$ cat src/rtl/md5_pkg.sv
// ============================================================================
// md5_pkg
// Shared types, constants and round tables for the MD5 engine.
// ============================================================================
`default_nettype none

package md5_pkg;

    // Working / chaining words a, b, c, d
    typedef struct packed {
        logic [31:0] d;
        logic [31:0] c;
        logic [31:0] b;
        logic [31:0] a;
    } md5_words_t;

    typedef enum logic [2:0] {
        ST_IDLE,
        ST_ROUND,
        ST_ADD,
        ST_PAD2,
        ST_DONE
    } md5_state_t;

    localparam logic [31:0] INIT_A = 32'h67452301;
    localparam logic [31:0] INIT_B = 32'hEFCDAB89;
    localparam logic [31:0] INIT_C = 32'h98BADCFE;
    localparam logic [31:0] INIT_D = 32'h10325476;

    localparam logic [7:0] PAD_BYTE = 8'h80;

    localparam int unsigned ROUNDS = 64;

    // Message word index used in round i
    function automatic logic [3:0] msg_index(input logic [5:0] i);
        logic [7:0] prod;
        prod = 8'd0;
        case (i[5:4])
            2'd0: prod = {2'b00, i};
            2'd1: prod = 8'(5 * {2'b00, i} + 8'd1);
            2'd2: prod = 8'(3 * {2'b00, i} + 8'd5);
            2'd3: prod = 8'(7 * {2'b00, i});
            default: prod = 8'd0;
        endcase
        return prod[3:0];
    endfunction

    // Left-rotate amount of round i
    function automatic logic [4:0] rot_amount(input logic [5:0] i);
        logic [4:0] r;
        r = 5'd0;
        case ({i[5:4], i[1:0]})
            4'h0: r = 5'd7;
            4'h1: r = 5'd12;
            4'h2: r = 5'd17;
            4'h3: r = 5'd22;
            4'h4: r = 5'd5;
            4'h5: r = 5'd9;
            4'h6: r = 5'd14;
            4'h7: r = 5'd20;
            4'h8: r = 5'd4;
            4'h9: r = 5'd11;
            4'hA: r = 5'd16;
            4'hB: r = 5'd23;
            4'hC: r = 5'd6;
            4'hD: r = 5'd10;
            4'hE: r = 5'd15;
            4'hF: r = 5'd21;
            default: r = 5'd0;
        endcase
        return r;
    endfunction

    // Additive round constant of round i
    function automatic logic [31:0] round_const(input logic [5:0] i);
        logic [31:0] k;
        k = 32'd0;
        case (i)
            6'd0:  k = 32'hd76aa478;  6'd1:  k = 32'he8c7b756;
            6'd2:  k = 32'h242070db;  6'd3:  k = 32'hc1bdceee;
            6'd4:  k = 32'hf57c0faf;  6'd5:  k = 32'h4787c62a;
            6'd6:  k = 32'ha8304613;  6'd7:  k = 32'hfd469501;
            6'd8:  k = 32'h698098d8;  6'd9:  k = 32'h8b44f7af;
            6'd10: k = 32'hffff5bb1;  6'd11: k = 32'h895cd7be;
            6'd12: k = 32'h6b901122;  6'd13: k = 32'hfd987193;
            6'd14: k = 32'ha679438e;  6'd15: k = 32'h49b40821;
            6'd16: k = 32'hf61e2562;  6'd17: k = 32'hc040b340;
            6'd18: k = 32'h265e5a51;  6'd19: k = 32'he9b6c7aa;
            6'd20: k = 32'hd62f105d;  6'd21: k = 32'h02441453;
            6'd22: k = 32'hd8a1e681;  6'd23: k = 32'he7d3fbc8;
            6'd24: k = 32'h21e1cde6;  6'd25: k = 32'hc33707d6;
            6'd26: k = 32'hf4d50d87;  6'd27: k = 32'h455a14ed;
            6'd28: k = 32'ha9e3e905;  6'd29: k = 32'hfcefa3f8;
            6'd30: k = 32'h676f02d9;  6'd31: k = 32'h8d2a4c8a;
            6'd32: k = 32'hfffa3942;  6'd33: k = 32'h8771f681;
            6'd34: k = 32'h6d9d6122;  6'd35: k = 32'hfde5380c;
            6'd36: k = 32'ha4beea44;  6'd37: k = 32'h4bdecfa9;
            6'd38: k = 32'hf6bb4b60;  6'd39: k = 32'hbebfbc70;
            6'd40: k = 32'h289b7ec6;  6'd41: k = 32'heaa127fa;
            6'd42: k = 32'hd4ef3085;  6'd43: k = 32'h04881d05;
            6'd44: k = 32'hd9d4d039;  6'd45: k = 32'he6db99e5;
            6'd46: k = 32'h1fa27cf8;  6'd47: k = 32'hc4ac5665;
            6'd48: k = 32'hf4292244;  6'd49: k = 32'h432aff97;
            6'd50: k = 32'hab9423a7;  6'd51: k = 32'hfc93a039;
            6'd52: k = 32'h655b59c3;  6'd53: k = 32'h8f0ccc92;
            6'd54: k = 32'hffeff47d;  6'd55: k = 32'h85845dd1;
            6'd56: k = 32'h6fa87e4f;  6'd57: k = 32'hfe2ce6e0;
            6'd58: k = 32'ha3014314;  6'd59: k = 32'h4e0811a1;
            6'd60: k = 32'hf7537e82;  6'd61: k = 32'hbd3af235;
            6'd62: k = 32'h2ad7d2bb;  6'd63: k = 32'heb86d391;
            default: k = 32'd0;
        endcase
        return k;
    endfunction

endpackage

`default_nettype wire

$ cat src/rtl/md5_in_if.sv
// ============================================================================
// md5_in_if
// Input channel: one message byte or an end-of-message marker per beat.
// ============================================================================
`default_nettype none

interface md5_in_if;
    logic       valid;
    logic       ready;
    logic       kind;
    logic [7:0] data_byte;

    modport source (output valid, output kind, output data_byte, input ready);
    modport sink   (input valid, input kind, input data_byte, output ready);
endinterface

`default_nettype wire

$ cat src/rtl/md5_out_if.sv
// ============================================================================
// md5_out_if
// Output channel: one 128-bit digest per beat, split in two 64-bit halves.
// ============================================================================
`default_nettype none

interface md5_out_if;
    logic        valid;
    logic        ready;
    logic [63:0] digest_low;
    logic [63:0] digest_high;

    modport source (output valid, output digest_low, output digest_high, input ready);
    modport sink   (input valid, input digest_low, input digest_high, output ready);
endinterface

`default_nettype wire

$ cat src/rtl/md5_round.sv
// ============================================================================
// md5_round
// One MD5 step: round function, constant and message add, rotate, add b.
// ============================================================================
`default_nettype none

module md5_round (
    input  md5_pkg::md5_words_t state_in,
    input  logic [5:0]          round_idx,
    input  logic [31:0]         msg_word,
    output md5_pkg::md5_words_t state_out
);

    logic [31:0] f;
    logic [31:0] t;
    logic [63:0] rot_wide;
    logic [4:0]  r;

    always_comb
    begin
        f = 32'd0;
        case (round_idx[5:4])
            2'd0: f = (state_in.b & state_in.c) | (~state_in.b & state_in.d);
            2'd1: f = (state_in.d & state_in.b) | (~state_in.d & state_in.c);
            2'd2: f = state_in.b ^ state_in.c ^ state_in.d;
            2'd3: f = state_in.c ^ (state_in.b | ~state_in.d);
            default: f = 32'd0;
        endcase
    end

    assign t        = f + state_in.a + md5_pkg::round_const(round_idx) + msg_word;
    assign r        = md5_pkg::rot_amount(round_idx);
    // upper half of {t,t} << r is t rotated left by r
    assign rot_wide = {t, t} << r;

    always_comb
    begin
        state_out.a = state_in.d;
        state_out.d = state_in.c;
        state_out.c = state_in.b;
        state_out.b = state_in.b + rot_wide[63:32];
    end

endmodule

`default_nettype wire

$ cat src/rtl/md5_hash_engine.sv
// ============================================================================
// md5_hash_engine
// Streaming MD5 digest: bytes in, one 128-bit digest out per message.
// ============================================================================
// Usage: send message bytes as beats with kind = 0, then one beat with
// kind = 1 to close the message. Ready stays high for byte beats, except
// after the 64th byte of each block, after which the engine runs the 64
// rounds of MD5 one per cycle through a single shared round unit and then
// folds the result into the chaining words; ready is low meanwhile. The end
// beat pads the open block and compresses it, and when fewer than 8 bytes
// were free after the 0x80 pad byte a second block follows; finally the
// digest moves into the output register once that register has drained.
// The digest beat holds word A in digest_low[31:0], B in [63:32], C in
// digest_high[31:0], D in [63:32]. Bytes of the next message are accepted
// while a digest beat is waiting. The message length is counted in a
// 64-bit byte counter and the bit length is taken modulo 2^64.
// ============================================================================
`default_nettype none

module md5_hash_engine (
    input  wire logic   clk,
    input  wire logic   rst_n,
    md5_in_if.sink      in_ch,
    md5_out_if.source   out_ch
);

    md5_pkg::md5_state_t state_reg, state_next;
    md5_pkg::md5_words_t chain_reg, chain_next;
    md5_pkg::md5_words_t work_reg, work_next;
    md5_pkg::md5_words_t round_out;
    md5_pkg::md5_words_t init_words;

    logic [31:0] block_reg [16];
    logic [31:0] block_next [16];

    logic [63:0] count_reg, count_next;
    logic [5:0]  round_reg, round_next;
    logic        final_reg, final_next;   // closing blocks of a message
    logic        extra_reg, extra_next;   // length goes in a second block

    logic        out_valid_reg, out_valid_next;
    logic [63:0] dig_low_reg, dig_low_next;
    logic [63:0] dig_high_reg, dig_high_next;

    logic        in_fire;
    logic        out_free;
    logic [5:0]  pos;
    logic [3:0]  wsel;
    logic [1:0]  lane;
    logic [63:0] bit_len;
    logic [31:0] msg_word;

    assign init_words = '{d: md5_pkg::INIT_D, c: md5_pkg::INIT_C,
                          b: md5_pkg::INIT_B, a: md5_pkg::INIT_A};

    assign in_ch.ready = (state_reg == md5_pkg::ST_IDLE);
    assign in_fire     = in_ch.valid && in_ch.ready;
    assign out_free    = !out_valid_reg || out_ch.ready;

    assign pos     = count_reg[5:0];
    assign wsel    = pos[5:2];
    assign lane    = pos[1:0];
    assign bit_len = {count_reg[60:0], 3'b000};

    assign msg_word = block_reg[md5_pkg::msg_index(round_reg)];

    md5_round u_round (
        .state_in  (work_reg),
        .round_idx (round_reg),
        .msg_word  (msg_word),
        .state_out (round_out)
    );

    always_comb
    begin
        state_next     = state_reg;
        chain_next     = chain_reg;
        work_next      = work_reg;
        block_next     = block_reg;
        count_next     = count_reg;
        round_next     = round_reg;
        final_next     = final_reg;
        extra_next     = extra_reg;
        out_valid_next = out_valid_reg;
        dig_low_next   = dig_low_reg;
        dig_high_next  = dig_high_reg;

        if (out_valid_reg && out_ch.ready)
        begin
            out_valid_next = 1'b0;
        end

        case (state_reg)
            md5_pkg::ST_IDLE:
            begin
                if (in_fire)
                begin
                    work_next  = chain_reg;
                    round_next = 6'd0;
                    if (!in_ch.kind)
                    begin
                        block_next[wsel][{lane, 3'b000} +: 8] = in_ch.data_byte;
                        count_next = count_reg + 64'd1;
                        final_next = 1'b0;
                        extra_next = 1'b0;
                        if (pos == 6'd63)
                        begin
                            state_next = md5_pkg::ST_ROUND;
                        end
                    end
                    else
                    begin
                        // pad byte at pos, zeros after it
                        for (int k = 0; k < 16; k++)
                        begin
                            if (4'(k) > wsel)
                            begin
                                block_next[k] = 32'd0;
                            end
                        end
                        for (int j = 0; j < 4; j++)
                        begin
                            if (2'(j) == lane)
                            begin
                                block_next[wsel][j*8 +: 8] = md5_pkg::PAD_BYTE;
                            end
                            else if (2'(j) > lane)
                            begin
                                block_next[wsel][j*8 +: 8] = 8'd0;
                            end
                        end
                        final_next = 1'b1;
                        if (pos[5:3] == 3'd7)
                        begin
                            extra_next = 1'b1;
                        end
                        else
                        begin
                            extra_next    = 1'b0;
                            block_next[14] = bit_len[31:0];
                            block_next[15] = bit_len[63:32];
                        end
                        state_next = md5_pkg::ST_ROUND;
                    end
                end
            end

            md5_pkg::ST_ROUND:
            begin
                work_next  = round_out;
                round_next = round_reg + 6'd1;
                if (round_reg == 6'(md5_pkg::ROUNDS - 1))
                begin
                    state_next = md5_pkg::ST_ADD;
                end
            end

            md5_pkg::ST_ADD:
            begin
                chain_next.a = chain_reg.a + work_reg.a;
                chain_next.b = chain_reg.b + work_reg.b;
                chain_next.c = chain_reg.c + work_reg.c;
                chain_next.d = chain_reg.d + work_reg.d;
                if (!final_reg)
                begin
                    state_next = md5_pkg::ST_IDLE;
                end
                else if (extra_reg)
                begin
                    state_next = md5_pkg::ST_PAD2;
                end
                else
                begin
                    state_next = md5_pkg::ST_DONE;
                end
            end

            md5_pkg::ST_PAD2:
            begin
                // second closing block: zeros and the bit length
                for (int k = 0; k < 14; k++)
                begin
                    block_next[k] = 32'd0;
                end
                block_next[14] = bit_len[31:0];
                block_next[15] = bit_len[63:32];
                extra_next     = 1'b0;
                work_next      = chain_reg;
                round_next     = 6'd0;
                state_next     = md5_pkg::ST_ROUND;
            end

            md5_pkg::ST_DONE:
            begin
                if (out_free)
                begin
                    out_valid_next = 1'b1;
                    dig_low_next   = {chain_reg.b, chain_reg.a};
                    dig_high_next  = {chain_reg.d, chain_reg.c};
                    chain_next     = init_words;
                    count_next     = 64'd0;
                    final_next     = 1'b0;
                    state_next     = md5_pkg::ST_IDLE;
                end
            end

            default:
            begin
                state_next = md5_pkg::ST_IDLE;
            end
        endcase
    end

    always_ff @(posedge clk or negedge rst_n)
    begin
        if (!rst_n)
        begin
            state_reg     <= md5_pkg::ST_IDLE;
            chain_reg     <= init_words;
            count_reg     <= 64'd0;
            round_reg     <= 6'd0;
            final_reg     <= 1'b0;
            extra_reg     <= 1'b0;
            out_valid_reg <= 1'b0;
        end
        else
        begin
            state_reg     <= state_next;
            chain_reg     <= chain_next;
            count_reg     <= count_next;
            round_reg     <= round_next;
            final_reg     <= final_next;
            extra_reg     <= extra_next;
            out_valid_reg <= out_valid_next;
        end
    end

    // payload: block store, working words, digest register
    always_ff @(posedge clk)
    begin
        block_reg    <= block_next;
        work_reg     <= work_next;
        dig_low_reg  <= dig_low_next;
        dig_high_reg <= dig_high_next;
    end

    assign out_ch.valid       = out_valid_reg;
    assign out_ch.digest_low  = dig_low_reg;
    assign out_ch.digest_high = dig_high_reg;

endmodule

`default_nettype wire

$ cat src/flat_wrapper.sv
// flat-port wrapper written by rule: the top's interface ports become plain ports
module md5_hash_engine_flat 
  (clk, rst_n, in_ch_valid, in_ch_kind, in_ch_data_byte, in_ch_ready, out_ch_valid, out_ch_digest_low, out_ch_digest_high, out_ch_ready);
  md5_in_if in_ch_i ();
  md5_out_if out_ch_i ();
  input  wire logic clk;
  input  wire logic rst_n;
  input wire logic [$bits(in_ch_i.valid)-1:0] in_ch_valid;
  input wire logic [$bits(in_ch_i.kind)-1:0] in_ch_kind;
  input wire logic [$bits(in_ch_i.data_byte)-1:0] in_ch_data_byte;
  output wire logic [$bits(in_ch_i.ready)-1:0] in_ch_ready;
  output wire logic [$bits(out_ch_i.valid)-1:0] out_ch_valid;
  output wire logic [$bits(out_ch_i.digest_low)-1:0] out_ch_digest_low;
  output wire logic [$bits(out_ch_i.digest_high)-1:0] out_ch_digest_high;
  input wire logic [$bits(out_ch_i.ready)-1:0] out_ch_ready;
  assign in_ch_i.valid = in_ch_valid;
  assign in_ch_i.kind = in_ch_kind;
  assign in_ch_i.data_byte = in_ch_data_byte;
  assign in_ch_ready = in_ch_i.ready;
  assign out_ch_valid = out_ch_i.valid;
  assign out_ch_digest_low = out_ch_i.digest_low;
  assign out_ch_digest_high = out_ch_i.digest_high;
  assign out_ch_i.ready = out_ch_ready;
  md5_hash_engine u_core (.clk(clk), .rst_n(rst_n), .in_ch(in_ch_i), .out_ch(out_ch_i));
endmodule
$ cat config.mk
export PLATFORM = sky130hd
export DESIGN_NAME = md5_hash_engine_flat
export DESIGN_NICKNAME = d
export VERILOG_FILES = /design/src/rtl/md5_pkg.sv /design/src/rtl/md5_in_if.sv /design/src/rtl/md5_out_if.sv /design/src/rtl/md5_round.sv /design/src/rtl/md5_hash_engine.sv /design/src/flat_wrapper.sv
export SDC_FILE = /design/constraint.sdc
export NUM_CORES = 2
export LEC_CHECK = 0
export BUFFER_PORTS_ARGS = -buffer_cell sky130_fd_sc_hd__buf_2
export CAP_MARGIN = 5
export CORE_MARGIN = 5
export CORE_UTILIZATION = 40
export CTS_CLUSTER_DIAMETER = 120
export CTS_CLUSTER_SIZE = 30
export DETAILED_ROUTE_END_ITERATION = 12
export GPL_TIMING_DRIVEN = 1
export PLACE_DENSITY = 0.64
export SLEW_MARGIN = 10
export SYNTH_ARGS = -nofsm -noshare
export SYNTH_HDL_FRONTEND = slang
export SYNTH_SLANG_ARGS = --single-unit
$ cat constraint.sdc
create_clock -name clk -period 13.93 [get_ports clk]
set_clock_uncertainty 0.15 [all_clocks]
set_input_delay 2.786 -clock clk [delete_from_list [all_inputs] [get_ports clk]]
set_output_delay 2.786 -clock clk [all_outputs]
set_load 0.01 [all_outputs]
# == Word level (Yosys, flattened, before mapping) ==
# Memories as Yosys holds them, arrays and structs flattened.
# Index checks and enable logic that the tools add are counted.
# word_totals
ff_bits,972
latch_bits,0
ram_bits,0
mem_bits_ro,2128
inputBits,13
mem_count,2
# mem_list
memory,depth,word_bits,rd,rd_clocked_by_memory_dff,write_ports,line,rtl
(name not given),64,32,1,0,0,md5_pkg.sv:78,case (i)
(name not given),16,5,1,0,0,md5_pkg.sv:52,"case ({i[5:4], i[1:0]})"
# classes
add_sub_neg,13
multipliers,3
div_mod_pow,0
magnitude_cmp,23
n_eq_ne,18
shift,3
muxes,138
bitwise_logic,14
reduce_logical,19
# op_table
op,n
two-way mux 512 bit,19
bitwise mux 512 bit,9
two-way mux 32 bit,68
one-hot mux 512 bit (2 select lines),1
demux 32 bit (select 4 bit),5
one-hot mux 128 bit (3 select lines),1
adder 32 bit,8
two-way mux 128 bit,2
two-way mux 64 bit,4
one-hot mux 128 bit (2 select lines),1
bitwise AND 32 bit,4
binary-select mux 32 bit (select 4 bit),1
one-hot mux 32 bit (4 select lines),1
one-hot mux 64 bit (2 select lines),1
bitwise OR 32 bit,3
XOR 32 bit,3
"adder 64 x 1 -> 64 bit, second input constant",1
inverter 32 bit,2
left shift 64 x 5 -> 64 bit,1
"> comparator 4 bit, first input constant",8
"variable shift 8 x 7 -> 32 bit, first input constant",1
variable part select 8 x 7 -> 32 bit,1
two-way mux 24 bit,1
two-way mux 3 bit,7
43 further kinds,78

# == Logic depth before layout (Yosys ltp) ==
# depth
word_depth,30
depth_mapped,47

# == By module ==
# From an unflattened synthesis, not the netlist that was laid out.
# hier_totals
cells_unflattened,6556
area_unflattened_um2,65298.9
# modules_own_cells
mod,instances,cells_each,area_each_um2
md5_hash_engine,1,4652,52426.5
md5_round,1,1904,12872.3

# == Worst setup path before layout ==
# No wires, ideal clock.
# synth_path
kind,input -> register
start,in in_ch_valid
end,reg u_core.block_reg[100] (netlist bit) (enable)
t_arrival_ns,11.693
required_time_ns,12.980
slack_ns,1.287
stages,2
path_cell_list,a21oi_1 inv_1
# synth_between
elab_chain_len,3
# synth_rtl
element,line,rtl
start: declaration,flat_wrapper.sv:8,input wire logic [$bits(in_ch_i.valid)-1:0] in_ch_valid;
logical AND 1 bit,md5_hash_engine.sv:57,assign in_fire = in_ch.valid && in_ch.ready;
!= test 2 bit (no line),--,
AND reduction 2 bit (no line),--,
end signal: assignment,md5_hash_engine.sv:241,block_reg <= block_next;
end: declaration,md5_hash_engine.sv:33,logic [31:0] block_reg [16];
# Every way passes these cells.
# A chain may end at the register's enable or synchronous reset.

==> impl_results.md <==
- Clock sinks: 969
- Grt ovf: 0
- Synth cell types: 87
- Critical path arrival: approximately 13 ns
- Crit path top cell by count: o21ai_0
- Number of global-route vias before repair: between 50,000 and 60,000
- Die area: 0.166 mm²
- Dpl hpwl: between 150,000 and 200,000 µm
- FF-to-FF path depth: 39
- Clock slew at the register clock pins of the worst setup and hold paths: 0.13 ns
- Min-Delay Startpoint: u_core.chain_reg[27]
- Max cap viols: 0
- Setup CP Type: flip-flop to flip-flop
- Hold Fails Final Rpt: 0
- Worst path max stage delay: roughly 0.9 ns
- Post-Place Cell Area: 0.0660 mm²
- Endpoints failing setup: 0
- Port buffer count: ~140
- Clock Path Buffers: 3
- Worst Hold End: u_core.out_ch.digest_low[27]
- Clock Latency Late Sink: around 0.70 ns
- Tmin final: between 10 and 15 ns
- Peak Freq: slightly above 0.08 GHz
- Reg-to-reg endpoint: u_core.work_reg[62]
- Via count: roughly 54,000
- Number of remaining DRC errors: 0
- Mapped Cells: 6,645
- Final Slew Violations: 0
- Gr usage total: 26.1%
- Largest cells by area after synthesis: edfxtp_1 36%, nand2_1 6.0%, dfrtp_1 5.4%, mux4_2 4.9%, o21ai_0 4.6%
- Top_reg_cell synth: edfxtp_1
- Crit path capture type: flip-flop
- Hold path depth: 0
- HP Class: flip-flop to flip-flop
- Post-CTS setup buffers: 0
- Post-synth top area share: between 30% and 40%
- Drt first pass iters: 6
- Cell taking the most area after synthesis: edfxtp_1
- Die X: 408 µm
- Count leader, synth: nand2_1
- Worst Path Required: between 10 and 15 ns
- Final Cell Area: between 0.06 and 0.07 mm²
- Io pins: around 140
- Per-cell routed wire length: 26.3 µm
- Share of post-route cells with drive strength above 1: under 10%
- Max_slew headroom: a little under a tenth
- Fraction of registers with async set/reset: 20.7%
- # rows: around 150
- Core Region: 0.158 mm²
- Commonest cells in the netlist: 1,020 x nand2_1, 768 x edfxtp_1, 630 x nor2_1
- Initial antenna violation count: 6
- Resize count post-CTS: 0
- Setup slack, reg-to-reg: approximately 1.6 ns
- Worst r2r src: u_core.round_reg[0]
- Post-Syn Area: approximately 0.063 mm²
- Gpl congestion: 0.985
- Synth Net Count: 6,949
- H-tree depth: 2
- Yosys warns: 0
- Unrepaired setup endpoints after global routing: false
- Period utilization: between 80% and 90%
- TritonCTS clock tree: built
- Register bit total from synthesis: between 900 and 1,000
- Critical path's slowest cell: dfrtp_1
- Setup TNS: 0 ns
- Routed vias/inst: approximately 6.3
- Initial Util: ~40%
- Max reg flops: between 500 and 600
- Register area share after synthesis: ~45%
- CTS Buf Count: a little over 40
- CP Launch Type: flip-flop
- Outcome: finished, final reports clean
- Die H: ~410 µm
- First-pass GRT wire length: 335,000 µm
- Area delta synth->final: 6.44%
- Slew @ Worst Pin: approximately 1.4 ns
- Final nets: about 6,800
- Post-route antenna net violation count: 0
- Initial drt markers: between 7,000 and 8,000
- Synthesized area per cell: about 9.5 µm²
- CP max FO: 33
- Routed WL: ~230,000 µm
- CTS root buf: clkbuf_16
- Cts hold-fix bufs: 0
- Largest net degree at the start of global routing: ~180
- Number of flops mapped to enable cells by yosys: ~770
==> layout by cell type (no fill, tap or decap), types with 115 or more instances in the layout <==
master	n
edfxtp_1	768
a21oi_1	515
dfrtp_1	134
a31oi_1	115
o21ai_0	575
ha_1	222
xnor2_1	134
nor2_1	627
nand2_1	1018
mux4_2	138
inv_1	232
buf_2	141
nand3_1	181
a22o_1	119
==> metrics by stage <==
step / hold slack [ns] / setup slack, ns / utilization [%] / std cells
floorplan: 0.312 / 1.29 / - / 6645
global placement: 0.353 / 2.11 / 41.8 / 8551
detailed placement: 0.353 / 1.89 / 41.8 / 8551
CTS: 0.347 / 1.83 / 42.7 / 8627
global route: 0.370 / 1.23 / 42.7 / 8627
finish: 0.356 / 1.63 / 42.7 / 8636
==> worst max path at each step <==
| stage | startpoint | endpoint | slack, ns | cells after the start |
|---|---|---|---|---|
| 6_report | u_core.round_reg[0] | u_core.work_reg[62] | 1.63 | 39 |
| 2_1_floorplan | in_ch_valid | u_core.block_reg[100] | 1.29 | 2 |
| 3_3_place_gp | u_core.round_reg[0] | u_core.work_reg[62] | 2.11 | 39 |
| 5_1_grt | u_core.round_reg[0] | u_core.work_reg[62] | 1.23 | 39 |
| 4_1_cts | u_core.round_reg[0] | u_core.work_reg[62] | 1.83 | 39 |
| 3_5_place_dp | u_core.round_reg[0] | u_core.work_reg[62] | 1.89 | 39 |
==> critical path, delay by kind of cell, from the launching register on <==
family / cells / cell delay [ns]
fa+ha+maj: 6 / 2.69
mux: 3 / 1.13
compound gates: 18 / 4.36
flops: 1 / 0.91
buf+inv: 4 / 1.51
xor+xnor: 2 / 0.37
simple gates: 6 / 0.81
==> final cells by class <==
class,count,area (µm²)
well taps,2072,2590
inverters,244,931
clock buffers,65,1170
diodes,9,22.5
multi-input cells,5021,32700
fillers,15300,90500
repair buffers,245,1540
clock inverters,11,188
flip-flops and latches,969,28200
==> cells by family (layout without fill, tap and decap cells) <==
family / count (synthesis) / in the layout / synth area share (%)
simple gates: 2299 / 2299 / 15.8
compound gates: 1926 / 1926 / 18.9
flops: 969 / 969 / 44.5
buf+inv: 655 / 565 / 3.91
fa+ha+maj: 291 / 291 / 6.57
mux: 254 / 254 / 6.82
xor+xnor: 251 / 251 / 3.52
other cells: 0 / 9 / 0
==> metal layers <==
metal / wire (µm) / share of wire (%) / GRT usage (%) / vias up
li1: - / - / - / 24000
met1: 93800 / 41 / 36.3 / 26800
met2: 99000 / 44 / 39.6 / 3047
met3: 24400 / 11 / 6.04 / 456
met4: 10400 / 4.6 / 10.4 / 0
met5: 0 / 0 / 0 / -
Power is not shown: default switching activity piles up to over one toggle a cycle in this logic, so the estimate is an artifact.
